File: config.mk
export PLATFORM = sky130hd
export DESIGN_NAME = light_map_disc_stamp_top
export DESIGN_NICKNAME = d
export VERILOG_FILES = /design/src/rtl/core/lmds_pkg.sv /design/src/rtl/core/light_map_disc_stamp_top.sv /design/src/rtl/core/lmds_ctrl.sv /design/src/rtl/core/lmds_dp.sv
export SDC_FILE = /design/constraint.sdc
export NUM_CORES = 2
export LEC_CHECK = 0
export BUFFER_PORTS_ARGS = -buffer_cell sky130_fd_sc_hd__buf_4
export CORE_MARGIN = 2
export CORE_UTILIZATION = 56
export DETAILED_ROUTE_END_ITERATION = 12
export PLACE_DENSITY_LB_ADDON = 0.15
export SLEW_MARGIN = 20
export SYNTH_ARGS = -nofsm -noshare
export SYNTH_HDL_FRONTEND = slang
export SYNTH_SLANG_ARGS = --single-unit
File: constraint.sdc
create_clock -name aclk -period 20.1 [get_ports aclk]
set_input_delay 2.01 -clock aclk [delete_from_list [all_inputs] [get_ports aclk]]
set_output_delay 2.01 -clock aclk [all_outputs]
set_load 0.1 [all_outputs]
File: src/rtl/core/lmds_pkg.sv
`timescale 1ns / 1ps
// ----------------------------------------------------------------------------
// lmds_pkg: shared definitions of the light map disc stamp
// Map geometry, field widths, command and register codes, and the command and
// status groups between the controller and the datapath.
// ----------------------------------------------------------------------------
package lmds_pkg;

    localparam int MAP_WIDTH  = 32;
    localparam int MAP_HEIGHT = 20;
    localparam int MAP_DEPTH  = MAP_WIDTH * MAP_HEIGHT;

    localparam int X_W    = $clog2(MAP_WIDTH);
    localparam int Y_W    = $clog2(MAP_HEIGHT);
    localparam int ADDR_W = $clog2(MAP_DEPTH);

    localparam int FUNC_W     = 2;
    localparam int POS_W      = 8;
    localparam int LEVEL_W    = 2;
    localparam int RAD_W      = 4;
    localparam int LIM_W      = 9;
    localparam int CFG_IDX_W  = 3;
    localparam int CFG_DATA_W = 9;

    typedef enum logic [FUNC_W-1:0] {
        FUNC_CLEAR = 2'd0,
        FUNC_LARGE = 2'd1,
        FUNC_SMALL = 2'd2,
        FUNC_READ  = 2'd3
    } func_t;

    typedef enum logic [CFG_IDX_W-1:0] {
        CFG_LARGE_RADIUS = 3'd0,
        CFG_LARGE_OUTER  = 3'd1,
        CFG_LARGE_INNER  = 3'd2,
        CFG_SMALL_RADIUS = 3'd3,
        CFG_SMALL_OUTER  = 3'd4,
        CFG_SMALL_INNER  = 3'd5
    } cfg_idx_t;

    typedef enum logic [2:0] {
        ST_CLEAR,
        ST_IDLE,
        ST_SETUP,
        ST_SWEEP,
        ST_RD_ADDR,
        ST_RD_DATA
    } state_t;

    typedef struct packed {
        logic load;       // capture the accepted request
        logic setup;      // work out the clipped stamp window
        logic sweep;      // visit one stamp cell
        logic clear_run;  // write level zero to one cell
        logic out_load;   // load the result register
    } lmds_cmd_t;

    typedef struct packed {
        logic empty;       // clipped window holds no cell
        logic sweep_last;  // current cell is the last of the window
        logic clear_last;  // current clear address is the last cell
        logic out_free;    // result register can take a new value
    } lmds_status_t;

endpackage

File: src/rtl/core/light_map_disc_stamp_top.sv
`timescale 1ns / 1ps
// ----------------------------------------------------------------------------
// light_map_disc_stamp_top: light map with disc stamping
// Top level joining the sequencer and the datapath of the light map.
// ----------------------------------------------------------------------------
// The block holds a 32 x 20 map of light levels 0 to 2 in a single-port-write,
// registered-read memory and takes one request at a time. A clear request
// writes level zero to every cell, one cell per cycle. A large or small stamp
// request first clips its square window to the map in a setup step and then
// spends one cycle per visited cell, since each cell is a read-modify-write
// through the one memory read and write port, overlapped so that the read of
// the next cell runs alongside the write of the last. At radius 15 the map
// height limits the window to 30 x 20 cells. A read request returns exactly
// one result, level zero for a cell off the map, and stalls while the result
// register waits on m_ready. Clear and stamp requests return no result.
// Right after reset the block runs the same clearing pass with s_ready low;
// configuration writes are taken at any time but are meant to happen only
// while the block is idle.
// ----------------------------------------------------------------------------
module light_map_disc_stamp_top import lmds_pkg::*; (
    input  logic                    aclk,
    input  logic                    aresetn,
    // Configuration write port.
    input  logic                    cfg_we,
    input  logic [CFG_IDX_W-1:0]    cfg_index,
    input  logic [CFG_DATA_W-1:0]   cfg_data,
    // Request channel.
    input  logic                    s_valid,
    output logic                    s_ready,
    input  logic [FUNC_W-1:0]       s_func,
    input  logic signed [POS_W-1:0] s_pos_x,
    input  logic signed [POS_W-1:0] s_pos_y,
    // Result channel.
    output logic                    m_valid,
    input  logic                    m_ready,
    output logic [LEVEL_W-1:0]      m_light_level
);

    lmds_cmd_t    cmd;
    lmds_status_t status;

    // The sequencer owns the request handshake and steps the datapath.
    lmds_ctrl u_ctrl (
        .aclk    (aclk),
        .aresetn (aresetn),
        .s_valid (s_valid),
        .s_ready (s_ready),
        .s_func  (s_func),
        .status  (status),
        .cmd     (cmd)
    );

    // The datapath holds the map, the registers and the result register.
    lmds_dp u_dp (
        .aclk          (aclk),
        .aresetn       (aresetn),
        .cfg_we        (cfg_we),
        .cfg_index     (cfg_index),
        .cfg_data      (cfg_data),
        .s_func        (s_func),
        .s_pos_x       (s_pos_x),
        .s_pos_y       (s_pos_y),
        .m_valid       (m_valid),
        .m_ready       (m_ready),
        .m_light_level (m_light_level),
        .cmd           (cmd),
        .status        (status)
    );

endmodule

File: src/rtl/core/lmds_ctrl.sv
`timescale 1ns / 1ps
// ----------------------------------------------------------------------------
// lmds_ctrl: sequencer of the light map disc stamp
// Accepts one request at a time and steps the datapath through clearing,
// stamping or reading.
// ----------------------------------------------------------------------------
module lmds_ctrl import lmds_pkg::*; (
    input  logic                aclk,
    input  logic                aresetn,
    input  logic                s_valid,
    output logic                s_ready,
    input  logic [FUNC_W-1:0]   s_func,
    input  lmds_status_t        status,
    output lmds_cmd_t           cmd
);

    state_t state_reg, state_next;

    always_ff @(posedge aclk) begin
        if (!aresetn) begin
            state_reg <= ST_CLEAR;
        end else begin
            state_reg <= state_next;
        end
    end

    always_comb begin
        state_next = state_reg;
        cmd        = '0;
        s_ready    = 1'b0;
        unique case (state_reg)
            ST_CLEAR: begin
                cmd.clear_run = 1'b1;
                if (status.clear_last) begin
                    state_next = ST_IDLE;
                end
            end
            ST_IDLE: begin
                s_ready = 1'b1;
                if (s_valid) begin
                    cmd.load = 1'b1;
                    unique case (func_t'(s_func)) inside
                        FUNC_CLEAR:             state_next = ST_CLEAR;
                        FUNC_LARGE, FUNC_SMALL: state_next = ST_SETUP;
                        FUNC_READ:              state_next = ST_RD_ADDR;
                        default:                state_next = ST_IDLE;
                    endcase
                end
            end
            ST_SETUP: begin
                cmd.setup  = 1'b1;
                state_next = status.empty ? ST_IDLE : ST_SWEEP;
            end
            ST_SWEEP: begin
                cmd.sweep = 1'b1;
                if (status.sweep_last) begin
                    state_next = ST_IDLE;
                end
            end
            ST_RD_ADDR: begin
                state_next = ST_RD_DATA;
            end
            ST_RD_DATA: begin
                if (status.out_free) begin
                    cmd.out_load = 1'b1;
                    state_next   = ST_IDLE;
                end
            end
            default: begin
                state_next = ST_IDLE;
            end
        endcase
    end

endmodule

File: src/rtl/core/lmds_dp.sv
`timescale 1ns / 1ps
// ----------------------------------------------------------------------------
// lmds_dp: datapath of the light map disc stamp
// Configuration registers, the light map memory, window and level arithmetic
// of the stamp, the read-modify-write pipeline and the result register.
// ----------------------------------------------------------------------------
module lmds_dp import lmds_pkg::*; (
    input  logic                       aclk,
    input  logic                       aresetn,
    input  logic                       cfg_we,
    input  logic [CFG_IDX_W-1:0]       cfg_index,
    input  logic [CFG_DATA_W-1:0]      cfg_data,
    input  logic [FUNC_W-1:0]          s_func,
    input  logic signed [POS_W-1:0]    s_pos_x,
    input  logic signed [POS_W-1:0]    s_pos_y,
    output logic                       m_valid,
    input  logic                       m_ready,
    output logic [LEVEL_W-1:0]         m_light_level,
    input  lmds_cmd_t                  cmd,
    output lmds_status_t               status
);

    localparam int DIFF_W = POS_W + 2;
    localparam int MAG_W  = RAD_W;
    localparam int SQ_W   = 2 * MAG_W;
    localparam int SUM_W  = SQ_W + 1;

    localparam logic signed [DIFF_W-1:0] W_S    = DIFF_W'(MAP_WIDTH);
    localparam logic signed [DIFF_W-1:0] H_S    = DIFF_W'(MAP_HEIGHT);
    localparam logic [ADDR_W-1:0]        W_A    = ADDR_W'(MAP_WIDTH);
    localparam logic [ADDR_W-1:0]        LAST_A = ADDR_W'(MAP_DEPTH - 1);

    // Magnitude of the offset from the centre, bumped by one at or beyond it.
    function automatic logic [MAG_W-1:0] bump_mag(input logic signed [DIFF_W-1:0] p,
                                                 input logic signed [DIFF_W-1:0] c);
        logic signed [DIFF_W-1:0] d;
        d = p - c;
        if (d >= 0) begin
            d = d + DIFF_W'(1);
        end else begin
            d = -d;
        end
        return d[MAG_W-1:0];
    endfunction

    // Configuration registers.
    logic [RAD_W-1:0] large_radius_reg, small_radius_reg;
    logic [LIM_W-1:0] large_outer_reg, large_inner_reg;
    logic [LIM_W-1:0] small_outer_reg, small_inner_reg;

    always_ff @(posedge aclk) begin
        if (!aresetn) begin
            large_radius_reg <= RAD_W'(7);
            large_outer_reg  <= LIM_W'(66);
            large_inner_reg  <= LIM_W'(46);
            small_radius_reg <= RAD_W'(5);
            small_outer_reg  <= LIM_W'(34);
            small_inner_reg  <= LIM_W'(24);
        end else if (cfg_we) begin
            unique case (cfg_index)
                CFG_LARGE_RADIUS: large_radius_reg <= cfg_data[RAD_W-1:0];
                CFG_LARGE_OUTER:  large_outer_reg  <= cfg_data[LIM_W-1:0];
                CFG_LARGE_INNER:  large_inner_reg  <= cfg_data[LIM_W-1:0];
                CFG_SMALL_RADIUS: small_radius_reg <= cfg_data[RAD_W-1:0];
                CFG_SMALL_OUTER:  small_outer_reg  <= cfg_data[LIM_W-1:0];
                CFG_SMALL_INNER:  small_inner_reg  <= cfg_data[LIM_W-1:0];
                default: ;
            endcase
        end
    end

    // Request capture and cell counters.
    logic signed [POS_W-1:0] cx_reg, cy_reg;
    logic                    large_reg;
    logic                    inmap_reg;
    logic [X_W-1:0]          x_reg, x_first_reg, x_last_reg;
    logic [Y_W-1:0]          y_reg, y_last_reg;

    // Window of the stamp, clipped to the map.
    logic [RAD_W-1:0]         radius;
    logic signed [DIFF_W-1:0] rad_s, cx_s, cy_s;
    logic signed [DIFF_W-1:0] x_lo, x_hi, y_lo, y_hi;
    logic signed [DIFF_W-1:0] x0c, x1c, y0c, y1c, x1m, y1m;

    always_comb begin
        radius = large_reg ? large_radius_reg : small_radius_reg;
        rad_s  = $signed(DIFF_W'(radius));
        cx_s   = DIFF_W'(cx_reg);
        cy_s   = DIFF_W'(cy_reg);
        x_lo   = cx_s - rad_s;
        x_hi   = cx_s + rad_s;
        y_lo   = cy_s - rad_s;
        y_hi   = cy_s + rad_s;
        x0c    = (x_lo < 0) ? '0 : x_lo;
        y0c    = (y_lo < 0) ? '0 : y_lo;
        x1c    = (x_hi > W_S) ? W_S : x_hi;
        y1c    = (y_hi > H_S) ? H_S : y_hi;
        x1m    = x1c - DIFF_W'(1);
        y1m    = y1c - DIFF_W'(1);
    end

    // Level of the current cell.
    logic [MAG_W-1:0]   mag_x, mag_y;
    logic [SQ_W-1:0]    sq_x, sq_y;
    logic [SUM_W-1:0]   sq_sum;
    logic [LIM_W-1:0]   outer_lim, inner_lim;
    logic [LEVEL_W-1:0] cell_level;
    logic [ADDR_W-1:0]  rd_addr;

    always_comb begin
        mag_x      = bump_mag($signed(DIFF_W'(x_reg)), cx_s);
        mag_y      = bump_mag($signed(DIFF_W'(y_reg)), cy_s);
        sq_x       = SQ_W'(mag_x) * SQ_W'(mag_x);
        sq_y       = SQ_W'(mag_y) * SQ_W'(mag_y);
        sq_sum     = SUM_W'(sq_x) + SUM_W'(sq_y);
        outer_lim  = large_reg ? large_outer_reg : small_outer_reg;
        inner_lim  = large_reg ? large_inner_reg : small_inner_reg;
        cell_level = LEVEL_W'(sq_sum <= SUM_W'(outer_lim))
                   + LEVEL_W'(sq_sum <= SUM_W'(inner_lim));
        rd_addr    = ADDR_W'(ADDR_W'(y_reg) * W_A) + ADDR_W'(x_reg);
    end

    always_ff @(posedge aclk) begin
        if (cmd.load) begin
            cx_reg    <= s_pos_x;
            cy_reg    <= s_pos_y;
            large_reg <= (func_t'(s_func) == FUNC_LARGE);
            x_reg     <= X_W'($unsigned(s_pos_x));
            y_reg     <= Y_W'($unsigned(s_pos_y));
            inmap_reg <= !s_pos_x[POS_W-1] && ($unsigned(s_pos_x) < POS_W'(MAP_WIDTH))
                      && !s_pos_y[POS_W-1] && ($unsigned(s_pos_y) < POS_W'(MAP_HEIGHT));
        end else if (cmd.setup) begin
            x_reg       <= x0c[X_W-1:0];
            y_reg       <= y0c[Y_W-1:0];
            x_first_reg <= x0c[X_W-1:0];
            x_last_reg  <= x1m[X_W-1:0];
            y_last_reg  <= y1m[Y_W-1:0];
        end else if (cmd.sweep) begin
            if (x_reg == x_last_reg) begin
                x_reg <= x_first_reg;
                y_reg <= y_reg + Y_W'(1);
            end else begin
                x_reg <= x_reg + X_W'(1);
            end
        end
    end

    // Light map memory: at most one write and one registered read each cycle.
    logic [LEVEL_W-1:0] map_mem [MAP_DEPTH];
    logic [LEVEL_W-1:0] rd_level_reg;
    logic               mem_we;
    logic [ADDR_W-1:0]  mem_waddr;
    logic [LEVEL_W-1:0] mem_wdata;

    // Write stage of the read-modify-write pipeline.
    logic               wr_valid_reg;
    logic [ADDR_W-1:0]  wr_addr_reg;
    logic [LEVEL_W-1:0] wr_level_reg;
    logic [ADDR_W-1:0]  clr_addr_reg;

    always_comb begin
        if (cmd.clear_run) begin
            mem_we    = 1'b1;
            mem_waddr = clr_addr_reg;
            mem_wdata = '0;
        end else begin
            mem_we    = wr_valid_reg;
            mem_waddr = wr_addr_reg;
            mem_wdata = (rd_level_reg > wr_level_reg) ? rd_level_reg : wr_level_reg;
        end
    end

    always_ff @(posedge aclk) begin
        if (mem_we) begin
            map_mem[mem_waddr] <= mem_wdata;
        end
        rd_level_reg <= map_mem[rd_addr];
    end

    always_ff @(posedge aclk) begin
        if (cmd.sweep) begin
            wr_addr_reg  <= rd_addr;
            wr_level_reg <= cell_level;
        end
    end

    // Result register.
    logic               m_valid_reg, m_valid_next;
    logic [LEVEL_W-1:0] m_level_reg;

    assign m_valid_next = cmd.out_load ? 1'b1 : (m_valid_reg && !m_ready);

    always_ff @(posedge aclk) begin
        if (!aresetn) begin
            wr_valid_reg <= 1'b0;
            clr_addr_reg <= '0;
            m_valid_reg  <= 1'b0;
        end else begin
            wr_valid_reg <= cmd.sweep;
            m_valid_reg  <= m_valid_next;
            if (cmd.clear_run) begin
                clr_addr_reg <= (clr_addr_reg == LAST_A) ? '0 : clr_addr_reg + ADDR_W'(1);
            end
        end
    end

    always_ff @(posedge aclk) begin
        if (cmd.out_load) begin
            m_level_reg <= inmap_reg ? rd_level_reg : '0;
        end
    end

    assign m_valid       = m_valid_reg;
    assign m_light_level = m_level_reg;

    assign status.empty      = (x0c >= x1c) || (y0c >= y1c);
    assign status.sweep_last = (x_reg == x_last_reg) && (y_reg == y_last_reg);
    assign status.clear_last = (clr_addr_reg == LAST_A);
    assign status.out_free   = !m_valid_reg || m_ready;

endmodule

==> flow_summary.toml <==
[final_layout]
drive_gt1_frac = 0.163
nets = 4022
fillers = 7765
final_common_cell = "edfxtp_1"
area_growth_syn_to_layout_pct = 10.4
mostFrequentLayoutCells = "edfxtp_1, nor2_1, mux4_2"
largest_reg_flops = 1280

[global_routing]
grt_max_degree = 244
grt_first_pass_wirelength_um = 224000
grt.overflow.total = 0
first_global_vias = 34300
grt.total_usage = 0.277
antenna_found_initial = 0

[synth]
synth_top_area_frac = 0.666
synth_top_cell_by_area = "edfxtp_1"
synth_area_sq_mm = 0.0603
syn_nets = 3994
yosys_register_bits = 1398
synth_cell_types = 64
synth_top_cells_by_area = "edfxtp_1, mux4_2, nor2_1"
synth_edf_count = 1337
synthCells = 3845
ys_seq_area_frac = 0.686
syn_avg_cell_area_sq_um = 15.7
async_flop_share = 0
yosysWarnings = 0
synth_top_flop_cell = "edfxtp_1"

[flow_run]
drv_cap = 0

[sta]
drv_slew = 0
fmax_mhz = 132
setup_viol = 0
relSlewSlack = 0.257
finalHoldViolations = 0
setup_slack_ns = 12.54
finalSetupTns_ns = 0
finalCritPeriodShare = 0.376
finClkSkew_ns = 0.0452
worstMarginPinSlew_ns = 1.11
min_period_ns = 7.56
rsz0062_at_grt = "no"

[status]
status = "complete, no violations"

[clocking]
htree_levels = 4
clkSinkCount = 1398
cts_resized = 0
post-cts-setup-buffers = 0
clkSlewWorstSetupHoldPaths_ns = 0.06
cts_buffers = 146
clockBufferDepth = 3
ctsHoldBuffers = 0
clockRootBuffer = "clkbuf_16"
cts_tree = "done"
clock_latency_ns = 0.76

[power]
leakage_nw = 19.4
swShare = 0.197
ir_drop_mv = 0.0845
p_comb_frac = 0.010
p_clk_frac = 0.447
finalPower_mw = 5.80
p_seq_frac = 0.543
p_int_mw = 4.65
power_per_cell_area_mw_per_mm2 = 87.1
p_sw_mw = 1.14

[worst_setup_path]
ff2ff_setup_slack_ns = 12.54
cp.arrival_ns = 8.03
path_class = "reg2reg"
r2r_start = "u_dp.x_reg[0]"
worstPathRequired_ns = 20.58
reg2regPathDepth = 28
cp-end-kind = "flip-flop"
crit_path_frequent_cell = "fa_1"
cp-start-kind = "flip-flop"
worst_path_max_delay_cell = "fa_1"
r2r_end = "u_dp.wr_level_reg[0]"
max_stage_delay_ns = 0.59
cp_max_fo = 6

[routing]
ant_nets = 0
routed_wl_um = 153000
dr.first_iter.drc_count = 4387
vias = 34400
dr.pass1.iters = 6
wl_per_cell_um = 28.3
via_per_inst = 6.39
drc = 0

[floorplanning]
ios = 39
rows = 120
die-area_sq_mm = 0.110
initial_core_util = 0.564
coreArea_sq_mm = 0.107
fp.dieW_um = 332
die_h_um = 332

[min_path]
hold-path-endpoint = "u_dp.small_outer_reg[4]"
hold_start = "u_dp.small_outer_reg[4]"
min_delay_path_depth = 2
min_path_type = "reg2reg"

[placed_design]
dpl_worst_slack_ns = 12.60
io_buffers = 38
place.gp.congestion = 0.887
hpwl_um = 88300
## synth_stat cells, types with 18 or more instances
master / n
a211oi_1: 25
xor2_1: 26
o22ai_1: 26
a21o_1: 22
nor2b_1: 27
a21boi_0: 29
nand3_1: 38
a22oi_1: 51
buf_1: 26
dfxtp_1: 61
inv_1: 79
clkbuf_1: 150
nand2b_1: 20
nor3_1: 36
a21oi_1: 60
buf_2: 33
nand2_1: 223
mux4_2: 296
xnor2_1: 33
mux2i_1: 133
ha_1: 97
o21ai_0: 41
o221ai_1: 18
buf_4: 20
edfxtp_1: 1337
nor2_1: 713
## cell families (layout without fill, tap and decap cells)
logic type / Yosys count / count (layout) / share of synthesized area
flip-flops: 1398 / 1398 / 0.686
AND/OR/NAND/NOR: 1141 / 1141 / 0.0785
multiplexers: 438 / 438 / 0.134
AO/OA/AOI/OAI: 372 / 372 / 0.0430
buffers and inverters: 323 / 465 / 0.0235
adder cells (fa/ha/maj): 114 / 114 / 0.0258
XOR/XNOR: 59 / 59 / 0.00857
other: 0 / 1 / 0
## per-stage QoR
stage / cell area [sq um] / util / hold WS, ns / instances
floorplan: 60300 / - / 0.436 / 3845
global placement: 62000 / 0.580 / 0.449 / 5128
detailed placement: 62000 / 0.580 / 0.455 / 5128
CTS: 66600 / 0.623 / 0.465 / 5390
global route: 66600 / 0.623 / 0.483 / 5390
finish: 66600 / 0.623 / 0.463 / 5391
## final cells by class
type,count,area [sq um],area share
diodes,1,2.50,0.0000376
clock buffers,189,3940,0.0592
clock inverters,73,636,0.00955
inverters,82,308,0.00462
multi-input cells,2124,17600,0.264
flip-flops and latches,1398,41400,0.621
well taps,1403,1760,0.0264
repair buffers,121,991,0.0149
## metal layers
| metal | global-route usage | part of all wire |
|---|---|---|
| met2 | 0.433 | 0.47 |
| met5 | 0 | 0 |
| met1 | 0.400 | 0.41 |
| met3 | 0.0488 | 0.088 |
| met4 | 0.0928 | 0.032 |
## worst max path at each step
stage / from / to / slack, ns / depth (start not counted)
CTS: u_dp.x_reg[0] / u_dp.wr_level_reg[0] / 12.56 / 28
floorplan: u_ctrl.state_reg[0] / u_dp.map_mem[0][1] / 1.18 / 5
global route: u_dp.x_reg[0] / u_dp.wr_level_reg[0] / 12.16 / 28
detailed placement: u_dp.x_reg[0] / u_dp.wr_level_reg[0] / 12.60 / 28
global placement: u_dp.x_reg[0] / u_dp.wr_level_reg[0] / 12.73 / 28
finish: u_dp.x_reg[0] / u_dp.wr_level_reg[0] / 12.54 / 28
## power by group through the flow
stage               clock network, mW  registers [mW]  logic, mW
global placement                    0            3.21     0.0549
global route                     2.73            3.15     0.0600
floorplan                           0            3.21     0.0266
finish                           2.59            3.15     0.0563
detailed placement                  0            3.21     0.0551
CTS                              2.62            3.15     0.0556
## critical path, delay by kind of cell, from the launching register on
family | cells | cell delay, ns
DFF | 1 | 0.52
xor gates and xnor gates | 2 | 0.34
adders and majority gates | 10 | 3.84
muxes | 1 | 0.27
buffers and inverters | 4 | 0.39
AOI/OAI and AO/OA | 7 | 1.43
and+or+nand+nor | 4 | 0.50
No activity file was read; power rests on OpenSTA's default activity.
